### src/rtl/core/b64png_pkg.sv
// Shared types, constants and functions for the Base64 PNG chunk validator.
package b64png_pkg;

    localparam logic [27:0] COUNT_MAX = 28'hFFF_FFFF;
    localparam logic [26:0] BYTES_MAX = 27'h7FF_FFFF;
    localparam logic [26:0] MIN_BYTES = 27'd33;
    localparam logic [26:0] SIG_BYTES = 27'd8;

    localparam logic [7:0] PAD_CHAR = 8'h3D;

    // status codes
    localparam logic [3:0] ST_OK            = 4'd0;
    localparam logic [3:0] ST_TEXT_SIZE     = 4'd1;
    localparam logic [3:0] ST_PADDING       = 4'd2;
    localparam logic [3:0] ST_CHARACTER     = 4'd3;
    localparam logic [3:0] ST_NONCANON      = 4'd4;
    localparam logic [3:0] ST_NOT_PNG       = 4'd5;
    localparam logic [3:0] ST_TRUNC_CHUNK   = 4'd6;
    localparam logic [3:0] ST_TRUNC_PAYLOAD = 4'd7;
    localparam logic [3:0] ST_CRC           = 4'd8;
    localparam logic [3:0] ST_NO_HEADER     = 4'd9;
    localparam logic [3:0] ST_DIMENSIONS    = 4'd10;
    localparam logic [3:0] ST_REPEAT_HDR    = 4'd11;
    localparam logic [3:0] ST_BAD_END       = 4'd12;
    localparam logic [3:0] ST_MISSING_END   = 4'd13;

    // register indexes
    localparam logic [1:0] REG_MAX_BYTES  = 2'd0;
    localparam logic [1:0] REG_MAX_EDGE   = 2'd1;
    localparam logic [1:0] REG_MAX_PIXELS = 2'd2;

    localparam logic [26:0] RST_MAX_BYTES  = 27'd20971520;
    localparam logic [15:0] RST_MAX_EDGE   = 16'd32768;
    localparam logic [31:0] RST_MAX_PIXELS = 32'd32000000;

    localparam logic [31:0] KIND_IHDR = 32'h4948_4452;
    localparam logic [31:0] KIND_IDAT = 32'h4944_4154;
    localparam logic [31:0] KIND_IEND = 32'h4945_4E44;
    localparam logic [31:0] CRC_POLY  = 32'hEDB8_8320;
    localparam logic [31:0] CRC_INIT  = 32'hFFFF_FFFF;

    typedef struct packed {
        logic [26:0] max_bytes;
        logic [15:0] max_edge;
        logic [31:0] max_pixels;
    } cfg_t;

    typedef struct packed {
        logic       valid;
        logic [7:0] data;
    } byte_beat_t;

    typedef struct packed {
        logic [27:0] char_count;
        logic [3:0]  text_error;
    } text_stat_t;

    typedef struct packed {
        logic [26:0] byte_count;
        logic        sig_ok;
        logic [3:0]  stream_error;
        logic [31:0] chunk_offset;
        logic        end_seen;
        logic [15:0] width;
        logic [15:0] height;
    } png_stat_t;

    function automatic logic [31:0] crc_byte(logic [31:0] crc, logic [7:0] b);
        logic [31:0] c;
        c = crc ^ {24'd0, b};
        for (int i = 0; i < 8; i++) begin
            c = c[0] ? ((c >> 1) ^ CRC_POLY) : (c >> 1);
        end
        return c;
    endfunction

    // bit 6 set when the character is in the alphabet
    function automatic logic [6:0] sextet(logic [7:0] c);
        logic [6:0] r;
        r = 7'd0;
        if (c inside {[8'h41:8'h5A]}) begin
            r = {1'b1, 6'(c - 8'h41)};
        end else if (c inside {[8'h61:8'h7A]}) begin
            r = {1'b1, 6'(c - 8'h47)};
        end else if (c inside {[8'h30:8'h39]}) begin
            r = {1'b1, 6'(c + 8'h04)};
        end else if (c == 8'h2B) begin
            r = {1'b1, 6'd62};
        end else if (c == 8'h2F) begin
            r = {1'b1, 6'd63};
        end
        return r;
    endfunction

    function automatic logic [7:0] magic_byte(logic [2:0] i);
        logic [7:0] m;
        case (i)
            3'd0: m = 8'd137;
            3'd1: m = 8'd80;
            3'd2: m = 8'd78;
            3'd3: m = 8'd71;
            3'd4: m = 8'd13;
            3'd5: m = 8'd10;
            3'd6: m = 8'd26;
            default: m = 8'd10;
        endcase
        return m;
    endfunction

endpackage

### src/rtl/core/b64png_decoder.sv
// Strict Base64 character decoder with canonical padding checks.
module b64png_decoder (
    input  logic                   aclk,
    input  logic                   aresetn,
    input  logic                   take,
    input  logic                   clear,
    input  logic [7:0]             symbol,
    output b64png_pkg::byte_beat_t out_byte,
    output b64png_pkg::text_stat_t stat
);

    logic [27:0] cc_reg, cc_next;
    logic [1:0]  gpos_reg, gpos_next;
    logic [5:0]  gv0_reg, gv0_next, gv1_reg, gv1_next, gv2_reg, gv2_next;
    logic [1:0]  pad_reg, pad_next;
    logic        padded_reg, padded_next;
    logic [3:0]  terr_reg, terr_next;
    logic [6:0]  sx;
    logic [5:0]  g0, g1, g2;
    logic [1:0]  pad;
    logic        ok;

    assign sx = b64png_pkg::sextet(symbol);

    always_comb begin
        cc_next     = cc_reg;
        gpos_next   = gpos_reg;
        gv0_next    = gv0_reg;
        gv1_next    = gv1_reg;
        gv2_next    = gv2_reg;
        pad_next    = pad_reg;
        padded_next = padded_reg;
        terr_next   = terr_reg;
        out_byte    = '0;
        g0  = gv0_reg;
        g1  = gv1_reg;
        g2  = gv2_reg;
        pad = pad_reg;
        ok  = 1'b0;
        if (take) begin
            if (cc_reg != b64png_pkg::COUNT_MAX) begin
                cc_next = cc_reg + 28'd1;
            end
            if (terr_reg != b64png_pkg::ST_OK) begin
                ok = 1'b0;
            end else if (padded_reg) begin
                terr_next = b64png_pkg::ST_NONCANON;
            end else if (symbol == b64png_pkg::PAD_CHAR) begin
                if (gpos_reg < 2'd2) begin
                    terr_next = b64png_pkg::ST_PADDING;
                end else begin
                    ok  = 1'b1;
                    pad = pad_reg + 2'd1;
                    if (gpos_reg == 2'd2) begin
                        g2 = 6'd0;
                    end
                end
            end else if (pad_reg != 2'd0 || !sx[6]) begin
                terr_next = b64png_pkg::ST_CHARACTER;
            end else begin
                ok = 1'b1;
                case (gpos_reg)
                    2'd0: begin
                        g0 = sx[5:0];
                    end
                    2'd1: begin
                        g1 = sx[5:0];
                        out_byte = {1'b1, g0, sx[5:4]};
                    end
                    2'd2: begin
                        g2 = sx[5:0];
                        out_byte = {1'b1, g1[3:0], sx[5:2]};
                    end
                    default: begin
                        out_byte = {1'b1, g2[1:0], sx[5:0]};
                    end
                endcase
            end
            if (ok) begin
                if (gpos_reg == 2'd3) begin
                    if (pad == 2'd2 && g1[3:0] != 4'd0) begin
                        terr_next = b64png_pkg::ST_NONCANON;
                    end else if (pad == 2'd1 && g2[1:0] != 2'd0) begin
                        terr_next = b64png_pkg::ST_NONCANON;
                    end else if (pad != 2'd0) begin
                        padded_next = 1'b1;
                    end
                    pad_next  = 2'd0;
                    gpos_next = 2'd0;
                    gv0_next  = 6'd0;
                    gv1_next  = 6'd0;
                    gv2_next  = 6'd0;
                end else begin
                    pad_next  = pad;
                    gpos_next = gpos_reg + 2'd1;
                    gv0_next  = g0;
                    gv1_next  = g1;
                    gv2_next  = g2;
                end
            end
        end
    end

    always_ff @(posedge aclk) begin
        if (!aresetn || clear) begin
            cc_reg     <= '0;
            gpos_reg   <= '0;
            gv0_reg    <= '0;
            gv1_reg    <= '0;
            gv2_reg    <= '0;
            pad_reg    <= '0;
            padded_reg <= 1'b0;
            terr_reg   <= b64png_pkg::ST_OK;
        end else begin
            cc_reg     <= cc_next;
            gpos_reg   <= gpos_next;
            gv0_reg    <= gv0_next;
            gv1_reg    <= gv1_next;
            gv2_reg    <= gv2_next;
            pad_reg    <= pad_next;
            padded_reg <= padded_next;
            terr_reg   <= terr_next;
        end
    end

    assign stat.char_count = cc_reg;
    assign stat.text_error = terr_reg;

endmodule

### src/rtl/core/b64png_chunk.sv
// PNG signature, chunk framing, CRC-32 and header checks on decoded bytes.
module b64png_chunk (
    input  logic                   aclk,
    input  logic                   aresetn,
    input  logic                   clear,
    input  b64png_pkg::byte_beat_t in_byte,
    input  b64png_pkg::cfg_t       cfg,
    output b64png_pkg::png_stat_t  stat
);

    logic [26:0] bc_reg, bc_next, bc_inc;
    logic        sig_reg, sig_next;
    logic [31:0] ofs_reg, ofs_next, len_reg, len_next, kind_reg, kind_next;
    logic [31:0] crc_reg, crc_next, rcv_reg, rcv_next;
    logic        hdr_reg, hdr_next, pix_reg, pix_next, end_reg, end_next;
    logic [3:0]  serr_reg, serr_next, err;
    logic [31:0] w_reg, w_next, h_reg, h_next;
    logic [31:0] prod_reg, wa, ha;
    logic [32:0] ofs_ext, len_ext;
    logic [7:0]  b;

    assign b       = in_byte.data;
    assign bc_inc  = (bc_reg != b64png_pkg::BYTES_MAX) ? bc_reg + 27'd1 : bc_reg;
    assign ofs_ext = {1'b0, ofs_reg};
    assign len_ext = {1'b0, len_reg};
    // width times height is staged well before the header chunk ends
    assign wa      = {16'd0, w_reg[15:0]};
    assign ha      = {16'd0, h_reg[15:0]};

    always_comb begin
        bc_next   = bc_reg;
        sig_next  = sig_reg;
        ofs_next  = ofs_reg;
        len_next  = len_reg;
        kind_next = kind_reg;
        crc_next  = crc_reg;
        rcv_next  = rcv_reg;
        hdr_next  = hdr_reg;
        pix_next  = pix_reg;
        end_next  = end_reg;
        serr_next = serr_reg;
        w_next    = w_reg;
        h_next    = h_reg;
        err       = b64png_pkg::ST_OK;
        if (in_byte.valid) begin
            bc_next = bc_inc;
            if (bc_reg < b64png_pkg::SIG_BYTES && b != b64png_pkg::magic_byte(bc_reg[2:0])) begin
                sig_next = 1'b0;
            end
            if (bc_inc > cfg.max_bytes || bc_reg < b64png_pkg::SIG_BYTES ||
                serr_reg != b64png_pkg::ST_OK) begin
                err = b64png_pkg::ST_OK;
            end else if (end_reg) begin
                serr_next = b64png_pkg::ST_BAD_END;
            end else begin
                if (ofs_reg < 32'd4) begin
                    len_next = {len_reg[23:0], b};
                end else if (ofs_reg < 32'd8) begin
                    kind_next = {kind_reg[23:0], b};
                    crc_next  = b64png_pkg::crc_byte(crc_reg, b);
                end else if (ofs_ext < len_ext + 33'd8) begin
                    crc_next = b64png_pkg::crc_byte(crc_reg, b);
                    if (!hdr_reg) begin
                        if (ofs_reg < 32'd12) begin
                            w_next = {w_reg[23:0], b};
                        end else if (ofs_reg < 32'd16) begin
                            h_next = {h_reg[23:0], b};
                        end
                    end
                end else begin
                    rcv_next = {rcv_reg[23:0], b};
                end
                ofs_next = ofs_reg + 32'd1;
                if (ofs_reg >= 32'd4 && ofs_ext + 33'd1 == len_ext + 33'd12) begin
                    if ((crc_next ^ b64png_pkg::CRC_INIT) != rcv_next) begin
                        err = b64png_pkg::ST_CRC;
                    end else if (!hdr_reg) begin
                        if (kind_next != b64png_pkg::KIND_IHDR || len_next != 32'd13) begin
                            err = b64png_pkg::ST_NO_HEADER;
                        end else begin
                            hdr_next = 1'b1;
                            if (w_next == 32'd0 || h_next == 32'd0 ||
                                w_next > {16'd0, cfg.max_edge} ||
                                h_next > {16'd0, cfg.max_edge} ||
                                prod_reg > cfg.max_pixels) begin
                                err = b64png_pkg::ST_DIMENSIONS;
                            end
                        end
                    end else if (kind_next == b64png_pkg::KIND_IHDR) begin
                        err = b64png_pkg::ST_REPEAT_HDR;
                    end
                    if (err == b64png_pkg::ST_OK) begin
                        if (kind_next == b64png_pkg::KIND_IDAT) begin
                            pix_next = 1'b1;
                        end
                        if (kind_next == b64png_pkg::KIND_IEND) begin
                            if (len_next != 32'd0 || !pix_reg) begin
                                err = b64png_pkg::ST_BAD_END;
                            end else begin
                                end_next = 1'b1;
                            end
                        end
                    end
                    serr_next = err;
                    ofs_next  = 32'd0;
                    len_next  = 32'd0;
                    kind_next = 32'd0;
                    crc_next  = b64png_pkg::CRC_INIT;
                    rcv_next  = 32'd0;
                end
            end
        end
    end

    always_ff @(posedge aclk) begin
        prod_reg <= wa * ha;
        if (!aresetn || clear) begin
            bc_reg   <= '0;
            sig_reg  <= 1'b1;
            ofs_reg  <= '0;
            len_reg  <= '0;
            kind_reg <= '0;
            crc_reg  <= b64png_pkg::CRC_INIT;
            rcv_reg  <= '0;
            hdr_reg  <= 1'b0;
            pix_reg  <= 1'b0;
            end_reg  <= 1'b0;
            serr_reg <= b64png_pkg::ST_OK;
            w_reg    <= '0;
            h_reg    <= '0;
        end else begin
            bc_reg   <= bc_next;
            sig_reg  <= sig_next;
            ofs_reg  <= ofs_next;
            len_reg  <= len_next;
            kind_reg <= kind_next;
            crc_reg  <= crc_next;
            rcv_reg  <= rcv_next;
            hdr_reg  <= hdr_next;
            pix_reg  <= pix_next;
            end_reg  <= end_next;
            serr_reg <= serr_next;
            w_reg    <= w_next;
            h_reg    <= h_next;
        end
    end

    assign stat.byte_count   = bc_reg;
    assign stat.sig_ok       = sig_reg;
    assign stat.stream_error = serr_reg;
    assign stat.chunk_offset = ofs_reg;
    assign stat.end_seen     = end_reg;
    assign stat.width        = w_reg[15:0];
    assign stat.height       = h_reg[15:0];

endmodule

### src/rtl/core/base64_png_chunk_validator_top.sv
// Top level: Base64 decode, PNG chunk validation and the result register.
// A decoded byte or a status beat is registered onto m_* in the cycle after
// the input is accepted. Throughput: one beat per cycle if m_* is free, set
// by the single decode, CRC update and check pass before the state registers.
// Reset (aresetn low, synchronous) clears all decode and chunk state, loads
// the register defaults and empties the result register. A status beat also
// returns all decode and chunk state to reset; register values are kept.
module base64_png_chunk_validator_top (
    input  logic        aclk,
    input  logic        aresetn,
    input  logic        s_tvalid,
    output logic        s_tready,
    input  logic [7:0]  s_tdata,   // [7:0] symbol
    input  logic        s_tlast,   // end_of_text
    output logic        m_tvalid,
    input  logic        m_tready,
    output logic [47:0] m_tdata,   // [7:0] data_byte, [11:8] status,
                                   // [27:12] image_width, [43:28] image_height
    output logic        m_tuser,   // is_status
    input  logic        cfg_wr_en,
    input  logic [1:0]  cfg_index,
    input  logic [31:0] cfg_wdata
);

    b64png_pkg::cfg_t       cfg_reg;
    b64png_pkg::byte_beat_t dec_byte;
    b64png_pkg::text_stat_t tstat;
    b64png_pkg::png_stat_t  pstat;

    logic        take_sym, take_end;
    logic        m_valid_reg, m_user_reg;
    logic [47:0] m_data_reg;
    logic [3:0]  final_st;
    logic [27:0] three_groups, size_limit;
    logic        size_bad;

    // the output register frees up whenever the downstream takes its beat
    assign s_tready = !m_valid_reg || m_tready;
    assign take_sym = s_tvalid && s_tready && !s_tlast;
    assign take_end = s_tvalid && s_tready && s_tlast;

    always_ff @(posedge aclk) begin
        if (!aresetn) begin
            cfg_reg.max_bytes  <= b64png_pkg::RST_MAX_BYTES;
            cfg_reg.max_edge   <= b64png_pkg::RST_MAX_EDGE;
            cfg_reg.max_pixels <= b64png_pkg::RST_MAX_PIXELS;
        end else if (cfg_wr_en) begin
            case (cfg_index)
                b64png_pkg::REG_MAX_BYTES:  cfg_reg.max_bytes  <= cfg_wdata[26:0];
                b64png_pkg::REG_MAX_EDGE:   cfg_reg.max_edge   <= cfg_wdata[15:0];
                b64png_pkg::REG_MAX_PIXELS: cfg_reg.max_pixels <= cfg_wdata;
                default: ;
            endcase
        end
    end

    b64png_decoder u_dec (
        .aclk     (aclk),
        .aresetn  (aresetn),
        .take     (take_sym),
        .clear    (take_end),
        .symbol   (s_tdata),
        .out_byte (dec_byte),
        .stat     (tstat)
    );

    b64png_chunk u_chunk (
        .aclk    (aclk),
        .aresetn (aresetn),
        .clear   (take_end),
        .in_byte (dec_byte),
        .cfg     (cfg_reg),
        .stat    (pstat)
    );

    // text limit: groups*3 must not exceed max_bytes + 2
    assign three_groups = {2'b00, tstat.char_count[27:2]} + {1'b0, tstat.char_count[27:2], 1'b0};
    assign size_limit   = {1'b0, cfg_reg.max_bytes} + 28'd2;
    assign size_bad     = tstat.char_count == 28'd0 || tstat.char_count[1:0] != 2'd0 ||
                          three_groups > size_limit;

    // first error wins, in priority order
    always_comb begin
        if (size_bad) begin
            final_st = b64png_pkg::ST_TEXT_SIZE;
        end else if (tstat.text_error != b64png_pkg::ST_OK) begin
            final_st = tstat.text_error;
        end else if (pstat.byte_count > cfg_reg.max_bytes ||
                     pstat.byte_count < b64png_pkg::MIN_BYTES || !pstat.sig_ok) begin
            final_st = b64png_pkg::ST_NOT_PNG;
        end else if (pstat.stream_error != b64png_pkg::ST_OK) begin
            final_st = pstat.stream_error;
        end else if (pstat.chunk_offset != 32'd0) begin
            final_st = (pstat.chunk_offset < 32'd12) ? b64png_pkg::ST_TRUNC_CHUNK
                                                     : b64png_pkg::ST_TRUNC_PAYLOAD;
        end else if (!pstat.end_seen) begin
            final_st = b64png_pkg::ST_MISSING_END;
        end else begin
            final_st = b64png_pkg::ST_OK;
        end
    end

    always_ff @(posedge aclk) begin
        if (!aresetn) begin
            m_valid_reg <= 1'b0;
        end else if (take_end || (take_sym && dec_byte.valid)) begin
            m_valid_reg <= 1'b1;
        end else if (m_tready) begin
            m_valid_reg <= 1'b0;
        end
        if (take_end) begin
            m_user_reg <= 1'b1;
            if (final_st == b64png_pkg::ST_OK) begin
                m_data_reg <= {4'd0, pstat.height, pstat.width, final_st, 8'd0};
            end else begin
                m_data_reg <= {36'd0, final_st, 8'd0};
            end
        end else if (take_sym && dec_byte.valid) begin
            m_user_reg <= 1'b0;
            m_data_reg <= {40'd0, dec_byte.data};
        end
    end

    assign m_tvalid = m_valid_reg;
    assign m_tuser  = m_user_reg;
    assign m_tdata  = m_data_reg;

endmodule

### config.mk
export PLATFORM = sky130hd
export DESIGN_NAME = base64_png_chunk_validator_top
export DESIGN_NICKNAME = d
export VERILOG_FILES = /design/src/rtl/core/b64png_pkg.sv /design/src/rtl/core/b64png_decoder.sv /design/src/rtl/core/b64png_chunk.sv /design/src/rtl/core/base64_png_chunk_validator_top.sv
export SDC_FILE = /design/constraint.sdc
export NUM_CORES = 2
export LEC_CHECK = 0
export ABC_CLOCK_PERIOD_IN_PS = 21600
export BUFFER_PORTS_ARGS = -buffer_cell sky130_fd_sc_hd__clkbuf_2
export CAP_MARGIN = 20
export CORE_MARGIN = 4
export CORE_UTILIZATION = 60
export DETAILED_ROUTE_END_ITERATION = 6
export PLACE_DENSITY = 0.77
export SLEW_MARGIN = 20
export SYNTH_ARGS = -nofsm -noshare
export SYNTH_HDL_FRONTEND = slang
export SYNTH_SLANG_ARGS = --single-unit
### constraint.sdc
create_clock -name aclk -period 21.6 [get_ports aclk]
set_input_delay 3.24 -clock aclk [delete_from_list [all_inputs] [get_ports aclk]]
set_output_delay 3.24 -clock aclk [all_outputs]
set_load 0.03 [all_outputs]
---- Word-level counts from Yosys, hierarchy flattened ----
Index checks and enable logic that the tools add are counted.
cells by class
  add/subtract/negate cells ............... 13
  multipliers ............................. 1
  divide/modulo/power cells ............... 0
  magnitude comparators ................... 21
  eq/ne operators ......................... 29
  shift-type cells ........................ 0
  muxes and demuxes ....................... 142
  bitwise logic cells ..................... 15
  reductions and logical operators ........ 67
operator list
  cell                     number
  $mux W32                 51
  $mux W4                  36
  $not A13 Y14             8
  $eq A32 B31 Y1 const B   3
  $mux W48                 2
  $add A32 B4 Y33 const B  2
  $gt A32 B16 Y1           2
  $logic_not A32 Y1        2
  $lt A32 B4 Y1 const B    2
  $reduce_bool A32 Y1      2
  $gt A27 B27 Y1           2
  $pmux W8 S6              1
  $mux W9                  5
  $mux W44                 1
  $mux W6                  6
  $mux W7                  5
  $add A32 B1 Y33 const B  1
  $eq A33 B33 Y1           1
  $lt A32 B33 Y1           1
  $add A32 B1 Y32 const B  1
  $ge A32 B3 Y1 const B    1
  $gt A32 B32 Y1           1
  $lt A32 B3 Y1 const B    1
  $lt A32 B5 Y1 const B    1
  other kinds (53)         150
storage, ports and cells
  bits in registers ....................... 465
  latch bits .............................. 0
  memory bits (writable) .................. 0
  memory bits (read-only) ................. 0
  input bits .............................. 48
  output and inout bits ................... 51
  logic and storage cells ................. 316
  memories ................................ 0

---- Logic depth before layout (Yosys ltp) ----
  word-level depth ........................ 48
  mapped depth ............................ 34
  gate-level depth less buffers ........... 31

---- Hierarchy ----
From an unflattened synthesis, not the netlist that was laid out.
unflattened totals
  cell total of the unflattened synthesis .. 4,753
  area total of the unflattened synthesis .. 39,384.0 µm²
by module, submodules not included
  module                          instances  cells each  area each (µm²)  seq. area each (µm²)
  b64png_chunk                    1          3,421       28,095.7         5,825.6
  base64_png_chunk_validator_top  1          912         7,951.4          2,862.7
  b64png_decoder                  1          420         3,337.0          980.9

---- Worst setup path before layout ----
OpenSTA, ideal clock, no wires.
  path kind ............................... input -> register
  start ................................... in s_tdata[1]
  end ..................................... reg u_chunk.end_reg
  arrival time ............................ 8.181 ns
  required time ........................... 21.531 ns
  setup slack ............................. 13.350 ns
  stages on the path ...................... 27
  buffers on the path ..................... 3
  cell sequence ........................... buf_2 -> inv_1 -> ha_1 -> nand4bb_1 -> and3b_1 -> a311o_1 -> or2_1 -> a221oi_1 -> or3_1 -> buf_2 -> inv_2 -> buf_2 -> mux2i_1 -> ha_1 -> o221ai_1 -> a21o_1 -> a21o_1 -> a21o_1 -> a21oi_1 -> nor3_1 -> a2111oi_0 -> o21ai_0 -> nor4_1 -> and3_1 -> o21ai_1 -> or4_1 -> o21ai_1
between the ends
  cells in the longest elaborated chain, start to end .. 44
RTL lines
  element                                                                  RTL line                              source
  start: declaration                                                       base64_png_chunk_validator_top.sv:13  input logic [7:0] s_tdata,
  parallel branches: the longest is 9 deep, another holds $ge A8 B6 Y1     --
  $mux W9 (*)                                                              b64png_decoder.sv:48                  end else if (symbol == b64png_pkg::PAD_CHAR) begin
  $mux W9 (*)                                                              b64png_decoder.sv:46                  end else if (padded_reg) begin
  $mux W9 (*)                                                              b64png_decoder.sv:44                  if (terr_reg != b64png_pkg::ST_OK) begin
  $mux W9 (*)                                                              b64png_decoder.sv:40                  if (take) begin
  parallel branches: the longest is 31 deep, another holds $gt A32 B16 Y1  --
  end signal: assignment                                                   b64png_chunk.sv:141                   end_reg <= end_next;
  end: declaration                                                         b64png_chunk.sv:15                    logic hdr_reg, hdr_next, pix_reg, pix_next, end_reg, end_next;
Mark *: on every way between the ends. The select of a mux whose other input is x is not followed.
A chain may end at the register's enable or synchronous reset.

---- Worst setup path after layout ----
  start ................................... in s_tdata[1]
  end ..................................... reg u_chunk.serr_reg[3]
between the ends
  cells in the longest elaborated chain, start to end .. 45
RTL lines
  element                                                                  RTL line              source
  parallel branches: the longest is 9 deep, another holds $ge A8 B6 Y1     --
  $mux W9 (*)                                                              b64png_decoder.sv:48
  $mux W9 (*)                                                              b64png_decoder.sv:46
  $mux W9 (*)                                                              b64png_decoder.sv:44
  $mux W9 (*)                                                              b64png_decoder.sv:40
  parallel branches: the longest is 32 deep, another holds $gt A32 B16 Y1  --
  end signal: assignment                                                   b64png_chunk.sv:128   serr_reg <= b64png_pkg::ST_OK;
  end signal: assignment                                                   b64png_chunk.sv:142   serr_reg <= serr_next;
  end: declaration                                                         b64png_chunk.sv:16    logic [3:0] serr_reg, serr_next, err;
Marked as above.

==> flow_summary.toml <==
[outcome]
status = "complete, no violations"

[yosys]
synth_enable_flop_cells = 44
synth_mux_area_share_pct = 2.51
synthXorXnorAreaFrac_pct = 9.43
yosys_warnings = 0
synth-async-reset-ratio_pct = 0
synth.cell_area_mm2 = 0.0383
avgSynthCellArea_um2 = 8.27
ys_top_cells_by_area = "dfxtp_1 (22%), ha_1 (11%), fa_1 (10%)"
synth_cells = 4636
synth_top_family_by_area = "simple AND/OR/NAND/NOR gates"
synth_fa_ha_area_share_pct = 21.5
ys_seq_elements = 461
synth_compound_area_share_pct = 13.1
yosys.area.top_type_share_pct = 21.8
synth_cell_types = 106
synthSimpleGateAreaFrac_pct = 21.8
synth_top_flop_cell = "dfxtp_1"
synth-seq-area-share_pct = 25.2
post-synth-top-area-cell = "dfxtp_1"

[worst_setup_path]
worstSetupPathType = "in -> reg"
end_kind = "register"
worst-path-max-fanout = 11
arrival_ps = 9230
crit_required_ps = 22050
worst_setup_path_start_kind = "input pin"
r2r_slack_ps = 13560

[placed_design]
numPortBuffers = 94
gp_congestion = 0.960
dp_slack_ps = 12390
hpwlAfterDp_um = 75300

[die]
chipHeight_um = 261
start_util_pct = 60.6
pin_count = 99
dieArea_mm2 = 0.0680
die_w_um = 261
core_area_mm2 = 0.0632
row_count = 92

[power]
p_clk_share_pct = 48.4
powerDensity_mw_per_mm2 = 46.0
switching_power_uw = 477
ir_drop_uv = 62.3
pwr-share-comb_pct = 5.3
p_leak_uw = 0.0181
p_sw_share_pct = 25.2
power.share.sequential_pct = 46.3
p_int_uw = 1420

[clock_network]
cts_root_buf = "clkbuf_16"
htreeDepth = 2
cts_buffers = 52
cts_buffer_depth = 3
ctsHoldBuffers = 0
clk_pin_slew_ps = 70
cts_setup_buffers = 0
cts_tree = "yes"
cts.sink_count = 461
cts_resized = 0
clk_latency_ps = 640

[final_layout]
fillers = 5371
final_layout_size_suffix_gt1_share_pct = 7.41
nets = 5176
diodes = 0
largest_reg_flops = 75
syn_to_final_growth_pct = 7.30

[sta]
setup_viol = 0
rsz0062_at_grt = "false"
clock.fmax_ghz = 0.114
worst_slack_ps = 12820
period_minus_slack_ps = 8780
period_share_pct = 40.6
slew_headroom_pct = 28.0
tns_ps = 0
final-max-slew-violation-count = 0
fin_skew_ps = 26.8
hold_violations = 0
tightest_slew_ps = 1080

[global_route]
antenna_found_initial = 0
track_usage_pct = 30.2
grt_pass1_wl_um = 168000
grt_pass1_vias = 32000
overflow = 0
grt_max_degree = 102

[detailed_routing]
avgViaCountPerCell = 6.05
wl_um = 105000
drc_errors = 0
drt_iter0_drc = 2992
first_pass_iters = 7
wire_per_inst_um = 19.1
ant_nets = 0
vias = 33100

[worst_hold_path]
min_path_type = "reg -> reg"

[run]
cap_violations = 0
==> power by group through the flow <==
stage | clock network [uW] | registers, uW | logic [uW]
3_3_place_gp | 0 | 895 | 97.6
4_1_cts | 926 | 877 | 98.7
3_5_place_dp | 0 | 896 | 98.2
5_1_grt | 957 | 878 | 110
6_report | 916 | 877 | 100
2_1_floorplan | 0 | 901 | 61.9
==> final timing paths <==
path              cells past startpoint                   to          startpoint
setup / recovery                     25  u_chunk.serr_reg[3]          s_tdata[1]
setup reg to reg                     31  u_chunk.serr_reg[3]  u_chunk.len_reg[6]
hold / removal                        2              m_tuser             m_tuser
hold reg to reg                       2              m_tuser             m_tuser
==> placed cells by master, fill, tap and decap left out, types with 18 or more instances in the layout <==
cell type / instances
nand2_1: 604
dfxtp_1: 417
nor2_1: 386
inv_1: 376
ha_1: 348
a21oi_1: 275
xnor2_1: 267
fa_1: 195
and2_1: 131
nand3_1: 117
nor3_1: 110
clkbuf_2: 94
o21ai_0: 93
nand4_1: 91
xor2_1: 87
a21o_1: 66
mux2i_1: 62
a22oi_1: 62
buf_4: 62
nor4_1: 54
clkbuf_16: 53
and3_1: 44
o211ai_1: 44
edfxtp_1: 44
or3_1: 37
o21a_1: 32
nor2b_1: 31
nand2b_1: 29
a31oi_1: 28
mux2_2: 28
a211oi_1: 24
or4_1: 21
nand3b_1: 18
==> routing by layer <==
metal / GRT usage, % / up-vias / share of wire, %
met5: 0 / - / 0
met4: 10.1 / 0 / 3.4
met3: 3.85 / 222 / 7.8
met2: 49.3 / 1321 / 46
met1: 41.7 / 15900 / 43
li1: - / 15700 / -
==> cell type report <==
class                   count  area, um2  area share [%]
inverters                 380       1430            3.47
well taps                 846       1060            2.57
multi-input cells        3533      26300            63.9
clock inverters            35        344           0.837
repair buffers            157        963            2.34
flip-flops and latches    461       9670            23.5
clock buffers              63       1390            3.39
==> through the flow <==
stage          total power, uW  cells  util [%]  instance area (um2)  hold slack [ps]
5_1_grt                   1940   5475      65.1                41100              469
4_1_cts                   1900   5474      65.0                41100              446
3_5_place_dp               994   5376      62.3                39400              435
3_3_place_gp               993   5376      62.3                39400              430
6_report                  1890   5475      65.1                41100              441
2_1_floorplan              963   4639         -                38300              423
==> cell usage after synthesis (all sizes together) (9+ instances only) <==
| cell | count |
|---|---|
| a211oi | 25 |
| a21o | 67 |
| a21oi | 275 |
| a221oi | 15 |
| a22oi | 62 |
| a31oi | 28 |
| and2 | 132 |
| and3 | 44 |
| buf | 32 |
| clkbuf | 233 |
| dfxtp | 417 |
| edfxtp | 44 |
| fa | 195 |
| ha | 348 |
| inv | 379 |
| mux2 | 30 |
| mux2i | 62 |
| nand2 | 606 |
| nand2b | 29 |
| nand3 | 117 |
| nand3b | 18 |
| nand4 | 91 |
| nor2 | 391 |
| nor2b | 31 |
| nor3 | 113 |
| nor4 | 57 |
| nor4b | 11 |
| o211ai | 45 |
| o21a | 32 |
| o21ai | 109 |
| o21bai | 9 |
| o31ai | 9 |
| or2 | 11 |
| or3 | 37 |
| or4 | 22 |
| xnor2 | 277 |
| xnor3 | 12 |
| xor2 | 89 |
==> critical path, cell delays in order <==
cell and delay, ps:
clkbuf_2 220, inv_1 90, ha_1 220, nand4bb_1 280
and3b_1 310, a311o_1 390, or2_1 260, a221oi_1 460
or3_1 440, inv_2 220, mux2i_1 310, ha_1 210
o221ai_1 100, a21o_1 190, a21o_1 170, a21o_1 170
a21oi_1 140, nor3_1 50, a2111oi_0 370, o21ai_0 150
nor4_1 170, and3_1 270, o21ai_1 120, nor4b_1 490
a211oi_1 170
==> cells by family after synthesis <==
kind of cell / count (synthesis)
AOI/OAI and AO/OA: 769
muxes: 92
DFF: 461
xor gates and xnor gates: 379
and+or+nand+nor: 1746
adders and majority gates: 543
buffers and inverters: 645
other: 1
(Power assumes the default switching activity.)
